==> src/rtl/bfr_pkg.sv <==
// Shared types and constants of the byte frame receiver with XOR check.
// Holds the request and result structs, field codes and configuration defaults.
// Depends on nothing; bfr_cfg and the core take from it by scoped names.
`timescale 1ns / 1ps
`default_nettype none

package bfr_pkg;

	// Default buffer size; the payload store holds four bytes fewer.
	localparam int BUFFER_BYTES_DEF = 64;
	localparam int FRAME_OVERHEAD   = 4;

	// Start-of-frame marker.
	localparam logic [7:0] SOF_MARK = 8'hAA;

	// Input operation codes.
	localparam logic OP_BYTE = 1'b0;
	localparam logic OP_TICK = 1'b1;

	// Result status codes.
	localparam logic [1:0] STATUS_OK       = 2'd0;
	localparam logic [1:0] STATUS_CHECKSUM = 2'd1;
	localparam logic [1:0] STATUS_LENGTH   = 2'd2;
	localparam logic [1:0] STATUS_TIMEOUT  = 2'd3;

	// Configuration port.
	localparam int          ADDR_W          = 3;
	localparam int          DATA_W          = 32;
	localparam logic        REG_TIMEOUT     = 1'b0;
	localparam logic [15:0] TIMEOUT_DEFAULT = 16'd100;

	typedef struct packed {
		logic       opcode;
		logic [7:0] rx_byte;
	} in_item_t;

	typedef struct packed {
		logic [1:0] status;
		logic [7:0] msg_type;
		logic [5:0] payload_len;
		logic [7:0] data_byte;
		logic       data_valid;
		logic       last;
	} out_item_t;

endpackage

`default_nettype wire

==> src/rtl/bfr_store.sv <==
// Payload store: single-port-write, single-port-read synchronous RAM.
// Read data is registered: it appears in the cycle after the read enable.
// Depends on nothing beyond its parameters.
`timescale 1ns / 1ps
`default_nettype none

module bfr_store #(
	parameter int DEPTH = 60,
	parameter int AW    = 6
) (
	input  wire logic          clk,
	input  wire logic          wr_en,
	input  wire logic [AW-1:0] wr_addr,
	input  wire logic [7:0]    wr_data,
	input  wire logic          rd_en,
	input  wire logic [AW-1:0] rd_addr,
	output logic      [7:0]    rd_data
);

	logic [7:0] mem [DEPTH];

	always_ff @(posedge clk) begin
		if (wr_en) begin
			mem[wr_addr] <= wr_data;
		end
	end

	always_ff @(posedge clk) begin
		if (rd_en) begin
			rd_data <= mem[rd_addr];
		end
	end

endmodule

`default_nettype wire

==> src/rtl/bfr_cfg.sv <==
// APB-style configuration register block: holds the timeout limit.
// Depends on bfr_pkg for address width, register index and reset value.
`timescale 1ns / 1ps
`default_nettype none

module bfr_cfg (
	input  wire logic                         clk,
	input  wire logic                         arst_n,
	input  wire logic                         psel,
	input  wire logic                         penable,
	input  wire logic                         pwrite,
	input  wire logic [bfr_pkg::ADDR_W-1:0]   paddr,
	input  wire logic [bfr_pkg::DATA_W-1:0]   pwdata,
	output logic      [bfr_pkg::DATA_W-1:0]   prdata,
	output logic                              pready,
	output logic      [15:0]                  timeout_ticks
);

	logic reg_sel;
	logic [15:0] timeout_q;

	assign pready  = 1'b1;
	assign reg_sel = (paddr[bfr_pkg::ADDR_W-1] == bfr_pkg::REG_TIMEOUT);

	always_ff @(posedge clk or negedge arst_n) begin
		if (!arst_n) begin
			timeout_q <= bfr_pkg::TIMEOUT_DEFAULT;
		end else if (psel && penable && pwrite && pready && reg_sel) begin
			timeout_q <= pwdata[15:0];
		end
	end

	// Unmapped addresses read as zero.
	always_comb begin
		prdata = '0;
		if (reg_sel) begin
			prdata = {{(bfr_pkg::DATA_W-16){1'b0}}, timeout_q};
		end
	end

	assign timeout_ticks = timeout_q;

endmodule

`default_nettype wire

==> src/rtl/byte_frame_receiver_xor_check_core.sv <==
// Byte frame receiver with XOR check: start byte, type, length, payload, checksum.
// A status-only result (error or empty frame) is registered in the cycle after the
// request that causes it; a payload run follows the checksum request, each byte a
// store read (CTL_READ), then an output load (CTL_WAIT) that waits for room.
// Throughput: 1 request per cycle with no run and no stalled result; else input stalls.
// Reset clears framing state and sets timeout to 100; the payload store is not cleared.
`timescale 1ns / 1ps
`default_nettype none

module byte_frame_receiver_xor_check_core #(
	parameter int BUFFER_BYTES = bfr_pkg::BUFFER_BYTES_DEF
) (
	input  wire logic                       clk,
	input  wire logic                       arst_n,
	// input channel
	input  wire logic                       in_valid,
	output logic                            in_stall,
	input  wire bfr_pkg::in_item_t          in_data,
	// output channel
	output logic                            out_valid,
	input  wire logic                       out_stall,
	output bfr_pkg::out_item_t              out_data,
	// configuration port
	input  wire logic                       psel,
	input  wire logic                       penable,
	input  wire logic                       pwrite,
	input  wire logic [bfr_pkg::ADDR_W-1:0] paddr,
	input  wire logic [bfr_pkg::DATA_W-1:0] pwdata,
	output logic      [bfr_pkg::DATA_W-1:0] prdata,
	output logic                            pready
);

	// Store depth, address width and byte-count width all follow the buffer size.
	localparam int STORE_DEPTH = BUFFER_BYTES - bfr_pkg::FRAME_OVERHEAD;
	localparam int AW = (STORE_DEPTH > 1) ? $clog2(STORE_DEPTH) : 1;
	localparam int CW = $clog2(STORE_DEPTH + 1);

	// Framing phase of the byte stream.
	typedef enum logic [4:0] {
		PH_HUNT    = 5'b00001,
		PH_TYPE    = 5'b00010,
		PH_LEN     = 5'b00100,
		PH_PAYLOAD = 5'b01000,
		PH_CHECK   = 5'b10000
	} phase_t;

	// Request handling: take input, or walk the store emitting a payload run.
	typedef enum logic [2:0] {
		CTL_RUN  = 3'b001,
		CTL_READ = 3'b010,
		CTL_WAIT = 3'b100
	} ctl_t;

	phase_t phase_q, phase_d;
	ctl_t   ctl_q, ctl_d;

	logic [7:0]    type_q, type_d;
	logic [7:0]    len_q, len_d;
	logic [CW-1:0] cnt_q, cnt_d, cnt_inc;
	logic [CW-1:0] rd_q, rd_d, rd_inc;
	logic [7:0]    xor_q, xor_d;
	logic [15:0]   ticks_q, ticks_d, ticks_inc;

	logic               out_valid_q;
	bfr_pkg::out_item_t out_data_q, res;
	logic               res_load;

	logic        in_take, out_free;
	logic [7:0]  b;
	logic [15:0] timeout_ticks;

	logic       wr_en, rd_en;
	logic [7:0] rd_data;

	bfr_cfg u_cfg (
		.clk           (clk),
		.arst_n        (arst_n),
		.psel          (psel),
		.penable       (penable),
		.pwrite        (pwrite),
		.paddr         (paddr),
		.pwdata        (pwdata),
		.prdata        (prdata),
		.pready        (pready),
		.timeout_ticks (timeout_ticks)
	);

	bfr_store #(
		.DEPTH (STORE_DEPTH),
		.AW    (AW)
	) u_store (
		.clk     (clk),
		.wr_en   (wr_en),
		.wr_addr (cnt_q[AW-1:0]),
		.wr_data (b),
		.rd_en   (rd_en),
		.rd_addr (rd_q[AW-1:0]),
		.rd_data (rd_data)
	);

	// The output register frees when empty or taken this cycle. Hold input
	// off during a payload run and while a result waits stalled.
	assign out_free = !out_valid_q || !out_stall;
	assign in_stall = (ctl_q != CTL_RUN) || (out_valid_q && out_stall);
	assign in_take  = in_valid && !in_stall;
	assign b        = in_data.rx_byte;

	assign cnt_inc   = cnt_q + CW'(1);
	assign rd_inc    = rd_q + CW'(1);
	assign ticks_inc = (ticks_q == 16'hFFFF) ? ticks_q : ticks_q + 16'd1;

	always_comb begin
		phase_d  = phase_q;
		ctl_d    = ctl_q;
		type_d   = type_q;
		len_d    = len_q;
		cnt_d    = cnt_q;
		rd_d     = rd_q;
		xor_d    = xor_q;
		ticks_d  = ticks_q;
		wr_en    = 1'b0;
		rd_en    = 1'b0;
		res_load = 1'b0;
		res.status      = bfr_pkg::STATUS_OK;
		res.data_byte   = 8'd0;
		res.data_valid  = 1'b0;
		res.last        = 1'b1;

		unique case (ctl_q)
			CTL_RUN: begin
				if (in_take) begin
					if (in_data.opcode == bfr_pkg::OP_TICK) begin
						// Ticks count only once the length is known.
						if (phase_q == PH_PAYLOAD || phase_q == PH_CHECK) begin
							ticks_d = ticks_inc;
							if (ticks_inc > timeout_ticks) begin
								res_load   = 1'b1;
								res.status = bfr_pkg::STATUS_TIMEOUT;
								phase_d    = PH_HUNT;
							end
						end
					end else begin
						unique case (phase_q)
							PH_HUNT: begin
								if (b == bfr_pkg::SOF_MARK) begin
									xor_d   = bfr_pkg::SOF_MARK;
									phase_d = PH_TYPE;
								end
							end
							PH_TYPE: begin
								type_d  = b;
								xor_d   = xor_q ^ b;
								phase_d = PH_LEN;
							end
							PH_LEN: begin
								len_d = b;
								xor_d = xor_q ^ b;
								if (b > 8'(STORE_DEPTH)) begin
									res_load   = 1'b1;
									res.status = bfr_pkg::STATUS_LENGTH;
									phase_d    = PH_HUNT;
								end else begin
									ticks_d = 16'd0;
									cnt_d   = '0;
									phase_d = (b == 8'd0) ? PH_CHECK : PH_PAYLOAD;
								end
							end
							PH_PAYLOAD: begin
								wr_en = (cnt_q < CW'(STORE_DEPTH));
								xor_d = xor_q ^ b;
								cnt_d = cnt_inc;
								if (8'(cnt_inc) >= len_q) begin
									phase_d = PH_CHECK;
								end
							end
							PH_CHECK: begin
								phase_d = PH_HUNT;
								if (b != xor_q) begin
									res_load   = 1'b1;
									res.status = bfr_pkg::STATUS_CHECKSUM;
								end else if (len_q == 8'd0) begin
									res_load = 1'b1;
								end else begin
									// Good frame with payload: start the store walk.
									rd_d  = '0;
									ctl_d = CTL_READ;
								end
							end
							default: begin
								phase_d = PH_HUNT;
							end
						endcase
					end
				end
			end
			CTL_READ: begin
				rd_en = 1'b1;
				ctl_d = CTL_WAIT;
			end
			CTL_WAIT: begin
				// Read data holds until the next read, so wait here for room.
				if (out_free) begin
					res_load       = 1'b1;
					res.data_byte  = rd_data;
					res.data_valid = 1'b1;
					res.last       = (8'(rd_inc) == len_q);
					if (8'(rd_inc) == len_q) begin
						ctl_d = CTL_RUN;
					end else begin
						rd_d  = rd_inc;
						ctl_d = CTL_READ;
					end
				end
			end
			default: begin
				ctl_d = CTL_RUN;
			end
		endcase

		// A length error reports the new length byte's low six bits; on other results len_d equals len_q.
		res.msg_type    = type_q;
		res.payload_len = len_d[5:0];
	end

	always_ff @(posedge clk or negedge arst_n) begin
		if (!arst_n) begin
			phase_q     <= PH_HUNT;
			ctl_q       <= CTL_RUN;
			type_q      <= 8'd0;
			len_q       <= 8'd0;
			cnt_q       <= '0;
			rd_q        <= '0;
			xor_q       <= 8'd0;
			ticks_q     <= 16'd0;
			out_valid_q <= 1'b0;
		end else begin
			phase_q <= phase_d;
			ctl_q   <= ctl_d;
			type_q  <= type_d;
			len_q   <= len_d;
			cnt_q   <= cnt_d;
			rd_q    <= rd_d;
			xor_q   <= xor_d;
			ticks_q <= ticks_d;
			if (res_load) begin
				out_valid_q <= 1'b1;
			end else if (!out_stall) begin
				out_valid_q <= 1'b0;
			end
		end
	end

	// Load a fresh result only when the register frees; otherwise hold it.
	always_ff @(posedge clk) begin
		if (res_load) begin
			out_data_q <= res;
		end
	end

	assign out_valid = out_valid_q;
	assign out_data  = out_data_q;

endmodule

`default_nettype wire
==> config.mk <==
export PLATFORM = sky130hd
export DESIGN_NAME = byte_frame_receiver_xor_check_core
export DESIGN_NICKNAME = d
export VERILOG_FILES = /design/src/rtl/bfr_pkg.sv /design/src/rtl/bfr_store.sv /design/src/rtl/bfr_cfg.sv /design/src/rtl/byte_frame_receiver_xor_check_core.sv
export SDC_FILE = /design/constraint.sdc
export NUM_CORES = 1
export LEC_CHECK = 0
export BUFFER_PORTS_ARGS = -buffer_cell sky130_fd_sc_hd__buf_2
export CORE_MARGIN = 1
export CORE_UTILIZATION = 33
export CTS_CLUSTER_DIAMETER = 150
export CTS_CLUSTER_SIZE = 12
export DETAILED_ROUTE_END_ITERATION = 6
export GPL_TIMING_DRIVEN = 0
export HOLD_SLACK_MARGIN = 0.1
export PLACE_DENSITY = 0.52
export SYNTH_ARGS = -nofsm -noshare
export SYNTH_HDL_FRONTEND = slang
export SYNTH_SLANG_ARGS = --single-unit
==> constraint.sdc <==
create_clock -name clk -period 4.5 [get_ports clk]
set_input_delay 0.45 -clock clk [delete_from_list [all_inputs] [get_ports clk]]
set_output_delay 0.45 -clock clk [all_outputs]
set_load 0.03 [all_outputs]
==> reports/qor.yml <==
run_status:
  status: "complete, but fails checks"
  violations: "design-rule violations"
global_routing:
  top_usage_layer: "met2"
  grt_pass1_vias: 13490
  grt_max_degree: 68
  grt_usage: 0.1660
  overflow: 0
  grt_use_met2: 0.2553
  grt_util_met1: 0.2376
  antenna_found_initial: 1
  grt_pass1_wl_mm: 91.70
  gr-usage-met3: 0.02957
detailed_routing:
  detail-route-antenna-nets: 0
  drt_iter0_markers: 1269
  drcViolationCount: 1
  via_per_inst: 5.252
  drtPass1Iterations: 7
  drt-total-wl_mm: 62.42
  wl_per_cell_um: 24.16
  via_count: 13570
power_and_ir_drop:
  power_frac_comb: 0.070
  finalPower_mw: 11.27
  p_int_mw: 8.680
  peakVddDrop_mv: 0.2834
  seqPwrFrac: 0.553
  p_clk_frac: 0.377
  power_density_nw_per_um2: 400.5
  swShare: 0.2300
  power.switching_mw: 2.592
  p_leak_nw: 9.366
setup_path:
  timing.critical_path.required_ps: 4720
  crit_start: "ticks_q[7]$_DFFE_PN0P_"
  critPathMaxFanout: 26
  crit_type: "reg -> reg"
  worst_setup_path_end_kind: "flip-flop"
  cp.arrival_ps: 4380
  start_kind: "flip-flop"
  rr_startpoint: "ticks_q[7]$_DFFE_PN0P_"
run:
  cap_viol_max_count: 0
synthesis:
  yosysMostFrequentCell: "edfxtp_1"
  ys_seq_area_frac: 0.7015
  synth_flop_cell: "edfxtp_1"
  synth_top_area_share: 0.6234
  yosys_warnings: 0
  async_reset_ff_frac: 0.1303
  ys_seq_elements: 591
  synth_edf_count: 514
  syn-cell-area_sq_um: 24760
  yosysTopAreaCell: "edfxtp_1"
  synth_cells: 1426
  synthTopCellsByCount: "514 x edfxtp_1, 112 x nor2_1, 109 x mux4_2"
  syn_avg_cell_area_sq_um: 17.36
  synth_cell_types: 74
  yosys-top-cells-area: "edfxtp_1 62%, mux4_2 9.9%, dfrtp_1 7.3%"
die:
  die_h_um: 275.9
  dieArea_sq_um: 76120
  ios: 112
  start_util: 0.3331
  core.rowCount: 100
  fp.dieW_um: 275.9
  core-area_sq_um: 74320
sta:
  hold_viol: 0
  maxSlewViolCount: 0
  rsz0062_at_grt: "false"
  tightest_slew_ps: 1330
  setup_viol: 0
  finalCriticalPeriod_ps: 4154
  fin_setup_tns_ps: 0
  relSlewSlack: 0.1134
  clock_skew_ps: 30.57
  max_freq_mhz: 240.7
  fin_crit_sh: 0.9231
layout:
  drive_gt1_frac: 0.2237
  diodes: 0
  syn_to_final_growth_pct: 13.70
  fill_cells: 6874
  finalNetCount: 1667
place:
  gp_congestion: 0.8738
  dp_hpwl_mm: 40.06
  io_buffers: 75
clock_tree:
  cts.reportedPaths.clkPinSlew_ps: 70
  tritoncts: "done"
  cts.sinks: 591
  cts_buffer_depth: 3
  worstSkewPairLatency_ps: 630
  cts_root_buffer: "clkbuf_16"
  htree_levels: 2
  cts_buffers: 55
worst_hold_path:
  hold_path_startpoint: "out_stall"
  min_path_type: "in -> reg"
==> what timing repair did <==
| action | CTS | global route |
|---|---|---|
| hold buffers | 17 | 0 |
| hold endpoints to repair | 39 | 0 |
| gates resized for setup | 1 | 0 |
| buffers inserted | 0 | 0 |
| setup endpoints to repair | 12 | 0 |
==> critical path, cell delays in order, from the launching register on <==
cell      delay, ps
dfrtp_1         470
and4_1          240
and3_1          250
nand2_1         190
clkbuf_1        410
nand3_1         190
xnor2_1         160
ha_1            270
nand4_1         140
or4_1           540
a21oi_1         160
a31o_2          190
a31o_2          160
nand2b_2        360
==> per-stage QoR <==
step           hold slack, ps  setup WS, ps    util  cells  cell area (sq um)
6_report                170.4         345.9  0.3788   2583              28150
5_1_grt                 170.9         57.07  0.3788   2583              28150
4_1_cts                 135.4         355.1  0.3786   2583              28140
3_5_place_dp            390.9         18.85  0.3556   2486              26430
3_3_place_gp            427.6         12.99  0.3552   2485              26400
2_1_floorplan           154.4         746.2       -   1441              24810
==> cells by family (layout without fill, tap and decap cells) <==
logic type      after synthesis  in the layout  synth area share
other cells                   2             17         0.0003033
compound gates              190            190           0.05109
xor+xnor                     32             32           0.01132
simple gates                304            304           0.06049
mux                         168            168            0.1354
flops                       591            591            0.7015
fa+ha+maj                    25             25           0.01263
buf+inv                     114            287           0.02719
==> layer usage <==
| layer | up-vias | part of all wire |
|---|---|---|
| li1 | 5937 | - |
| met1 | 7111 | 0.45 |
| met2 | 413 | 0.46 |
| met3 | 105 | 0.058 |
| met4 | 0 | 0.031 |
| met5 | - | 0 |
==> layout by cell type (no fill, tap or decap), drive strengths merged, types with 6 or more instances in the layout <==
cell,synthesis,final
a21oi,34,34
nand4,12,12
edfxtp,514,514
and2,21,21
nand2b,9,9
conb,2,17
nor3,8,8
a22oi,25,25
mux2,39,39
nand3b,9,9
o21a,7,7
inv,30,32
nand2,60,60
dlygate4sd3,0,17
mux4,124,124
or3,8,8
xor2,11,11
a22o,6,6
clkbuf,27,103
nor2,112,112
o31ai,9,9
dfrtp,72,72
nand3,28,28
and3,9,9
xnor2,21,21
buf,55,131
o22ai,12,12
ha,25,25
o21ai,50,50
a211oi,12,12
==> registers in the layout, summed over array words and instances, names as in the netlist, 8 cells and up <==
| register | cells |
|---|---|
| xor_q | 8 |
| u_store.rd_data | 8 |
| u_store.mem | 480 |
| out_data | 26 |
| ticks_q | 16 |
| u_cfg.timeout_ticks | 16 |
| len_q | 8 |
| type_q | 8 |
==> worst paths after layout <==
path / slack, ps / endpoint / cells past startpoint
setup / recovery: 350 / out_data[17]$_DFFE_PP_ / 13
hold / removal: 170 / out_valid$_DFFE_PN0P_ / 3
setup reg to reg: 350 / out_data[17]$_DFFE_PP_ / 13
hold reg to reg: 420 / out_data[20]$_DFFE_PP_ / 0
max in group asynchronous: 3550 / ctl_q[0]$_DFFE_PN1P_ / 3
min in group asynchronous: 300 / u_cfg.timeout_ticks[4]$_DFFE_PN0P_ / 2
==> power by group through the flow <==
stage	combinational (mW)	clock (mW)	sequential (mW)
final	0.793	4.25	6.23
after global placement	0.762	0	6.34
after CTS	0.803	4.36	6.23
after global routing	0.887	4.55	6.25
after floorplan	0.527	0	6.33
after detailed placement	0.788	0	6.34
==> layout make-up <==
| cell class | instances | area, sq um | share of cell area |
|---|---|---|---|
| clock buffers | 76 | 1455 | 0.05169 |
| plain buffers | 84 | 560.5 | 0.01991 |
| well taps | 969 | 1212 | 0.04307 |
| repair buffers | 93 | 585.6 | 0.02080 |
| flip-flops and latches | 591 | 17370 | 0.6170 |
| multi-input cells | 736 | 6775 | 0.2407 |
| clock inverters | 4 | 80.08 | 0.002845 |
| inverters | 30 | 112.6 | 0.004000 |
Note: power is estimated with default switching activity, not from simulation.
